## src/hdl/cia_pkg.sv

```systemverilog
// Shared types and operation codes for the constant-folding integer ALU.
// No dependencies.
`default_nettype none
package cia_pkg;

  localparam int unsigned DataW  = 32;
  localparam int unsigned KindW  = 5;
  localparam int unsigned BytesW = 3;

  typedef enum logic [KindW-1:0] {
    KindAdd  = 5'd0,  KindSub  = 5'd1,  KindMul  = 5'd2,  KindDiv  = 5'd3,
    KindMod  = 5'd4,  KindShl  = 5'd5,  KindShr  = 5'd6,  KindAnd  = 5'd7,
    KindXor  = 5'd8,  KindOr   = 5'd9,  KindLt   = 5'd10, KindGt   = 5'd11,
    KindLe   = 5'd12, KindGe   = 5'd13, KindEq   = 5'd14, KindNe   = 5'd15,
    KindLand = 5'd16, KindLor  = 5'd17, KindNeg  = 5'd18, KindNot  = 5'd19,
    KindLnot = 5'd20, KindCast = 5'd21, KindPlus = 5'd22, KindCond = 5'd23
  } kind_e;

  // One pipeline slot: non-divide result rides along with the divider state.
  typedef struct packed {
    logic             valid;
    logic             is_div;
    logic             is_mod;
    logic             neg;
    logic             ok;
    logic [DataW-1:0] simple;
    logic [DataW-1:0] num;
    logic [DataW-1:0] rem;
    logic [DataW-1:0] den;
  } stage_t;

endpackage
`default_nettype wire

```

## src/hdl/cia_front.sv

```systemverilog
// Input stage: decodes the request, evaluates all single-cycle operations
// and prepares divider operands. Depends on cia_pkg.
`default_nettype none
module cia_front (
  input  logic                               clk_i,
  input  logic                               rst_ni,
  input  logic                               en_i,
  input  logic                               valid_i,
  input  logic [cia_pkg::KindW-1:0]          kind_i,
  input  logic [cia_pkg::DataW-1:0]          value_a_i,
  input  logic [cia_pkg::DataW-1:0]          value_b_i,
  input  logic [cia_pkg::DataW-1:0]          value_c_i,
  input  logic                               signed_op_i,
  input  logic [cia_pkg::BytesW-1:0]         cast_bytes_i,
  output cia_pkg::stage_t                    stage_o
);

  localparam logic [cia_pkg::DataW-1:0] SignBit = 32'h8000_0000;

  cia_pkg::stage_t         stage_d, stage_q;
  logic [cia_pkg::DataW-1:0] a, b, ma, mb, ax, bx, r;
  logic [4:0]              sh;
  logic                    lt_ab, lt_ba, ok, is_div, is_mod;

  always_comb begin
    a  = value_a_i;
    b  = value_b_i;
    sh = b[4:0];
    ax = signed_op_i ? (a ^ SignBit) : a;
    bx = signed_op_i ? (b ^ SignBit) : b;
    lt_ab = ax < bx;
    lt_ba = bx < ax;
    ma = (signed_op_i && a[31]) ? (32'd0 - a) : a;
    mb = (signed_op_i && b[31]) ? (32'd0 - b) : b;
    ok = 1'b1;
    is_div = 1'b0;
    is_mod = 1'b0;
    r  = '0;
    case (kind_i)
      cia_pkg::KindAdd:  r = a + b;
      cia_pkg::KindSub:  r = a - b;
      cia_pkg::KindMul:  r = a * b;
      cia_pkg::KindDiv:  is_div = 1'b1;
      cia_pkg::KindMod:  is_mod = 1'b1;
      cia_pkg::KindShl:  r = a << sh;
      cia_pkg::KindShr:  r = signed_op_i ? DataWShr(a, sh) : (a >> sh);
      cia_pkg::KindAnd:  r = a & b;
      cia_pkg::KindXor:  r = a ^ b;
      cia_pkg::KindOr:   r = a | b;
      cia_pkg::KindLt:   r = {31'd0, lt_ab};
      cia_pkg::KindGt:   r = {31'd0, lt_ba};
      cia_pkg::KindLe:   r = {31'd0, !lt_ba};
      cia_pkg::KindGe:   r = {31'd0, !lt_ab};
      cia_pkg::KindEq:   r = {31'd0, a == b};
      cia_pkg::KindNe:   r = {31'd0, a != b};
      cia_pkg::KindLand: r = {31'd0, (a != '0) && (b != '0)};
      cia_pkg::KindLor:  r = {31'd0, (a != '0) || (b != '0)};
      cia_pkg::KindNeg:  r = 32'd0 - a;
      cia_pkg::KindNot:  r = ~a;
      cia_pkg::KindLnot: r = {31'd0, a == '0};
      cia_pkg::KindCast: begin
        case (cast_bytes_i)
          3'd0, 3'd1: r = signed_op_i ? {{24{a[7]}}, a[7:0]} : {24'd0, a[7:0]};
          3'd2:       r = signed_op_i ? {{16{a[15]}}, a[15:0]} : {16'd0, a[15:0]};
          3'd3:       r = signed_op_i ? {{8{a[23]}}, a[23:0]} : {8'd0, a[23:0]};
          default:    r = a;
        endcase
      end
      cia_pkg::KindPlus: r = a;
      cia_pkg::KindCond: r = (a != '0) ? b : value_c_i;
      default:           ok = 1'b0;
    endcase

    stage_d.valid  = valid_i;
    stage_d.is_div = is_div;
    stage_d.is_mod = is_mod;
    stage_d.neg    = signed_op_i && (is_div ? (a[31] ^ b[31]) : a[31]);
    stage_d.ok     = ok && !((is_div || is_mod) && (b == '0));
    stage_d.simple = r;
    stage_d.num    = ma;
    stage_d.rem    = '0;
    stage_d.den    = mb;
  end

  function automatic logic [31:0] DataWShr(input logic [31:0] v, input logic [4:0] s);
    DataWShr = $signed(v) >>> s;
  endfunction

  always_ff @(posedge clk_i or negedge rst_ni) begin
    if (!rst_ni) begin
      stage_q <= '0;
    end else if (en_i) begin
      stage_q <= stage_d;
    end
  end

  assign stage_o = stage_q;

endmodule
`default_nettype wire

```

## config.mk

```make
export PLATFORM = sky130hd
export DESIGN_NAME = cia_front
export DESIGN_NICKNAME = d
export VERILOG_FILES = /design/src/hdl/cia_pkg.sv /design/src/hdl/cia_front.sv
export SDC_FILE = /design/constraint.sdc
export NUM_CORES = 2
export LEC_CHECK = 0
export CAP_MARGIN = 0
export CORE_UTILIZATION = 60
export DETAILED_ROUTE_END_ITERATION = 7
export DONT_BUFFER_PORTS = 1
export GPL_ROUTABILITY_DRIVEN = 0
export MAX_ROUTING_LAYER = met4
export PLACE_DENSITY = 0.88
export SYNTH_ARGS = -nofsm -noshare
export SYNTH_HDL_FRONTEND = slang
export SYNTH_SLANG_ARGS = --single-unit
```

## constraint.sdc

```tcl
create_clock -name clk_i -period 4.4 [get_ports clk_i]
set_input_delay 0.22 -clock clk_i [delete_from_list [all_inputs] [get_ports clk_i]]
set_output_delay 0.22 -clock clk_i [all_outputs]
set_load 0.03 [all_outputs]
```

==> impl_metrics.toml, run 1 <==
[clock_network]
cts-buffers-inserted = 9
htree_levels = 3
cts_buffer_depth = 2
root_buffer = "clkbuf_16"
clock_sinks = 101

[run_status]
status = "did not finish"
failing_step = "5_1_grt"
toolErrorMsg = "[ERROR GRT-0116] Global routing finished with congestion. Check the congestion regions in the DRC Viewer."

[logic_synthesis]
avgSynthCellArea_um2 = 8.08
async_flop_share_pct = 100
synthCells = 3833
synth_warnings = 0
syn_area_um2 = 31000
synth-seq-area-share_pct = 8.16
synth-edff-count = 0
dominantRegCellSynth = "dfrtp_1"
synth_seq_cells = 101
ys_types = 77

[placement]
pre_cts_slack_ns = -2.77
dp.cells = 4590
io_buffer_count = 0
dp_hpwl_mm = 104

[die]
rows = 82
die_y_um = 229
die_w_um = 229
start_util_pct = 61.2
ios = 242

[global_routing]
gr-usage-all-layers_pct = 62.0
grt_pass1_vias = 36400
grt_max_degree = 102
grt_pass1_wl_mm = 234
grt_remaining_overflow = 2
cells by family after synthesis:
group / count (synthesis) / synth area share [%]
xor+xnor: 166 / 4.69
flops: 101 / 8.16
compound gates: 752 / 15.9
simple gates: 1193 / 16.5
other cells: 1 / 0.0121
fa+ha+maj: 664 / 36.8
mux: 163 / 7.91
buf+inv: 793 / 10.1
synthesized netlist by cell type, types with 8 or more instances:
cell,count,area [um2]
nor2_1,570,2140
o211ai_1,31,233
clkinv_1,21,78.8
a221oi_1,21,184
fa_1,410,8210
nand3_1,40,200
clkbuf_1,225,845
inv_1,451,1690
mux2_2,15,169
nor3_1,61,305
a21oi_1,218,1090
a31oi_1,17,106
or4_1,8,60.1
buf_4,33,248
a21o_1,25,188
a211oi_1,29,218
o31ai_1,18,135
o21a_1,12,90.1
xnor2_1,140,1230
nand2b_1,23,144
xor2_1,26,228
o221ai_1,35,307
nor4_1,23,144
buf_1,50,188
nor2b_1,24,150
o2111ai_1,8,70.1
buf_2,9,45.0
mux2i_1,84,841
nand3b_1,8,60.1
o21ai_0,158,791
a2111oi_0,25,219
and3_1,14,87.6
dfrtp_1,101,2530
nand4_1,16,100
or2_2,8,50.1
nand2_1,353,1330
o22ai_1,26,163
o21bai_1,19,143
mux4_2,64,1440
a221o_1,15,150
a22oi_1,15,113
or3_1,20,125
ha_1,254,3180
o2bb2ai_1,22,193
through the flow:
stage | hold WS (ns) | instance area, um2 | TNS (ns)
2_1_floorplan | -0.0756 | 31700 | -47.36
3_3_place_gp | -0.0736 | 33900 | -51.45
3_5_place_dp | -0.0737 | 33900 | -54.83
4_1_cts | 0.00201 | 35500 | -36.96
layer usage:
| layer | GRT usage [%] | GRT overflow |
|---|---|---|
| met3 | 47.5 | 0 |
| met5 | - | - |
| met1 | 63.4 | 0 |
| met4 | 55.3 | 1 |
| met2 | 74.5 | 1 |
timing repair:
action,CTS
resized for setup,224
pin swaps,109
cloned,1
hold buffers,9
buffers inserted,34
endpoints found under the hold margin,143
setup endpoints to repair,26
==> run 2, diff against run 1 <==
--- a/config.mk
+++ b/config.mk
@@ -6,12 +6,11 @@
 export NUM_CORES = 2
 export LEC_CHECK = 0
 export CAP_MARGIN = 0
-export CORE_UTILIZATION = 60
+export CORE_UTILIZATION = 40
 export DETAILED_ROUTE_END_ITERATION = 7
 export DONT_BUFFER_PORTS = 1
 export GPL_ROUTABILITY_DRIVEN = 0
-export MAX_ROUTING_LAYER = met4
-export PLACE_DENSITY = 0.88
+export PLACE_DENSITY_LB_ADDON = 0.15
 export SYNTH_ARGS = -nofsm -noshare
 export SYNTH_HDL_FRONTEND = slang
 export SYNTH_SLANG_ARGS = --single-unit
==> run 2 against run 1 <==
  * The flow now finishes, with violations (design-rule violations, negative setup slack)
  * Synthesized cell count unchanged
  * Synthesized area stayed put
==> impl_metrics.toml, run 2 <==
[run_status]
status = "finished, violations left"
failed_checks = "design-rule violations, negative setup slack"

[timing]
period_share_pct = 148
slew_viol_final = 0
rsz0062_at_grt = "yes"
finalCriticalPeriod_ns = 6.53
relSlewSlack_pct = 12.9
skew_ns = 0
hold_violations = 0
fmax_mhz = 153
worst_slack_ns = -2.13
tightest_slew_ns = 1.30
finalSetupViolations = 24

[placement]
placed_cell_area_um2 = 34500
dp_hpwl_mm = 118
io_buffer_count = 0

[global_routing]
grt_max_degree = 102
antenna_found_initial = 18
gr-usage-all-layers_pct = 39.8
grt_remaining_overflow = 0
grt.met1_usage_pct = 49.6
grt.met3_usage_pct = 14.2
grt_pass1_vias = 30500
grt_use_met2_pct = 57.2
grt_pass1_wl_mm = 223
grt_most_used_layer = "met2"

[finish]
layout_common_cells = "nor2_1 (514), inv_1 (421), fa_1 (393)"
layout-drive-gt1-share_pct = 19.5
syn2layout_area_growth_pct = 18.1
mostFrequentLayoutCell = "nor2_1"
largest_register_ffs = 101
final_area_um2 = 36600
nFillCells = 7636
fin_nets = 4761

[logic_synthesis]
avgSynthCellArea_um2 = 8.08
synth-edff-count = 0
syn_area_um2 = 31000
synthCells = 3833
synthMostInstantiatedCell = "nor2_1"
synth_seq_cells = 101
yosys.area.top_type_share_pct = 26.5
async_flop_share_pct = 100
yosys.area.top_type = "fa_1"
synth_area_leaders = "fa_1 (26%), ha_1 (10%), dfrtp_1 (8.2%)"
netlist_top_cells_count = "nor2_1 (570), inv_1 (451), fa_1 (410)"
synth_warnings = 0
ys_types = 77
synth-seq-area-share_pct = 8.16
dominantRegCellSynth = "dfrtp_1"

[drt]
final_antenna_net_count = 0
num_vias = 31700
via_per_inst = 6.30
routedWlPerCell_um = 31.1
dr.pass1.iters = 8
wl_mm = 156
drc = 4
drtIter0Drc = 4323

[setup_path]
slowest_stage = "fa_1"
worstSetupEndpointType = "register"
cpMostUsedCell = "fa_1"
critical_path_class = "primary input to register"
critPathMaxFanout = 23
startpoint_type = "primary input"
worstPathArrival_ns = 6.87
crit_path_max_incr_delay_ns = 0.56
crit_required_ns = 4.74

[hold_path]
hp-class = "primary input to register"

[clock_network]
cts-buffers-inserted = 9
root_buffer = "clkbuf_16"
cts_buffer_depth = 2
clk_latency_ns = 0.41
cts_tree = "built"
htree_levels = 3
clk_pin_slew_ns = 0.09
clock_sinks = 101

[die]
start_util_pct = 40.6
die_y_um = 280
dieArea_um2 = 78600
fp.coreArea_um2 = 76300
die_w_um = 280
rows = 101
ios = 242

[job]
drv_cap = 0
[run 2: cell counts after synthesis]
Identical to the previous run, type by type.
[run 2: kinds of logic after synthesis]
kind of cell / after synthesis / synth area share (%)
buf+inv: 793 / 10.1
mux: 163 / 7.91
compound gates: 752 / 15.9
xor+xnor: 166 / 4.69
fa+ha+maj: 664 / 36.8
other cells: 1 / 0.0121
flops: 101 / 8.16
simple gates: 1193 / 16.5
[run 2: path summary, 6_finish.rpt]
| path | start | to | slack [ns] | cells past startpoint |
|---|---|---|---|---|
| worst max-delay path | value_a_i[11] | stage_o[127] | -2.13 | 28 |
| worst min-delay path | en_i | stage_o[90] | 0.05 | 2 |
| worst max register to register | stage_o[122] | stage_o[122] | 1.90 | 7 |
| worst min register to register | stage_o[131] | stage_o[131] | 0.69 | 2 |
| max in group asynchronous | rst_ni | stage_o[73] | 3.50 | 2 |
| min in group asynchronous | rst_ni | stage_o[128] | 0.39 | 2 |
[run 2: what timing repair did]
item,CTS,global route
endpoints found under the setup margin,27,28
pin swaps,72,72
hold endpoints to repair,130,0
cloned,0,0
gates resized for setup,185,109
hold buffers,11,0
buffers inserted,19,21
[run 2: per-layer routing]
metal	wire length [um]	share of wire (%)	up-vias
met3	20800	13	643
met2	64100	41	2354
met5	107	0.068	-
met4	13900	8.9	12
li1	-	-	13000
met1	57500	37	15700
[run 2: worst max-delay path, delay by kind of cell]
kind / cells / cell delay, ns
fa+ha+maj: 9 / 4.12
compound gates: 7 / 1.27
buf+inv: 8 / 0.85
simple gates: 3 / 0.22
xor+xnor: 1 / 0.20
[run 2: per-stage QoR]
| step | utilization [%] | std cells | hold WS (ns) | TNS (ns) | setup slack [ns] |
|---|---|---|---|---|---|
| final | 47.9 | 5034 | 0.0542 | -39.57 | -2.13 |
| after floorplan | - | 3864 | -0.0756 | -47.36 | -2.59 |
| after CTS | 47.1 | 5004 | 0.00210 | -37.40 | -2.00 |
| after global placement | 45.2 | 4959 | -0.0735 | -55.30 | -2.64 |
| after global routing | 47.9 | 5030 | 0.0488 | -43.56 | -2.27 |
| after detailed placement | 45.2 | 4959 | -0.0735 | -56.48 | -2.68 |
[run 2: layout make-up]
cell class	instances	area (um2)	area share, %
Clock buffer	9	225	0.616
Tap cell	1030	1290	3.52
Multi-Input combinational cell	2970	26800	73.3
Antenna cell	11	27.5	0.0753
Inverter	474	1900	5.20
Sequential cell	101	2530	6.91
Timing Repair Buffer	432	3740	10.2
Clock inverter	7	65.1	0.178
Power of run 2 is not shown: default switching activity piles up to over one toggle a cycle in this logic, so the estimate is an artifact.
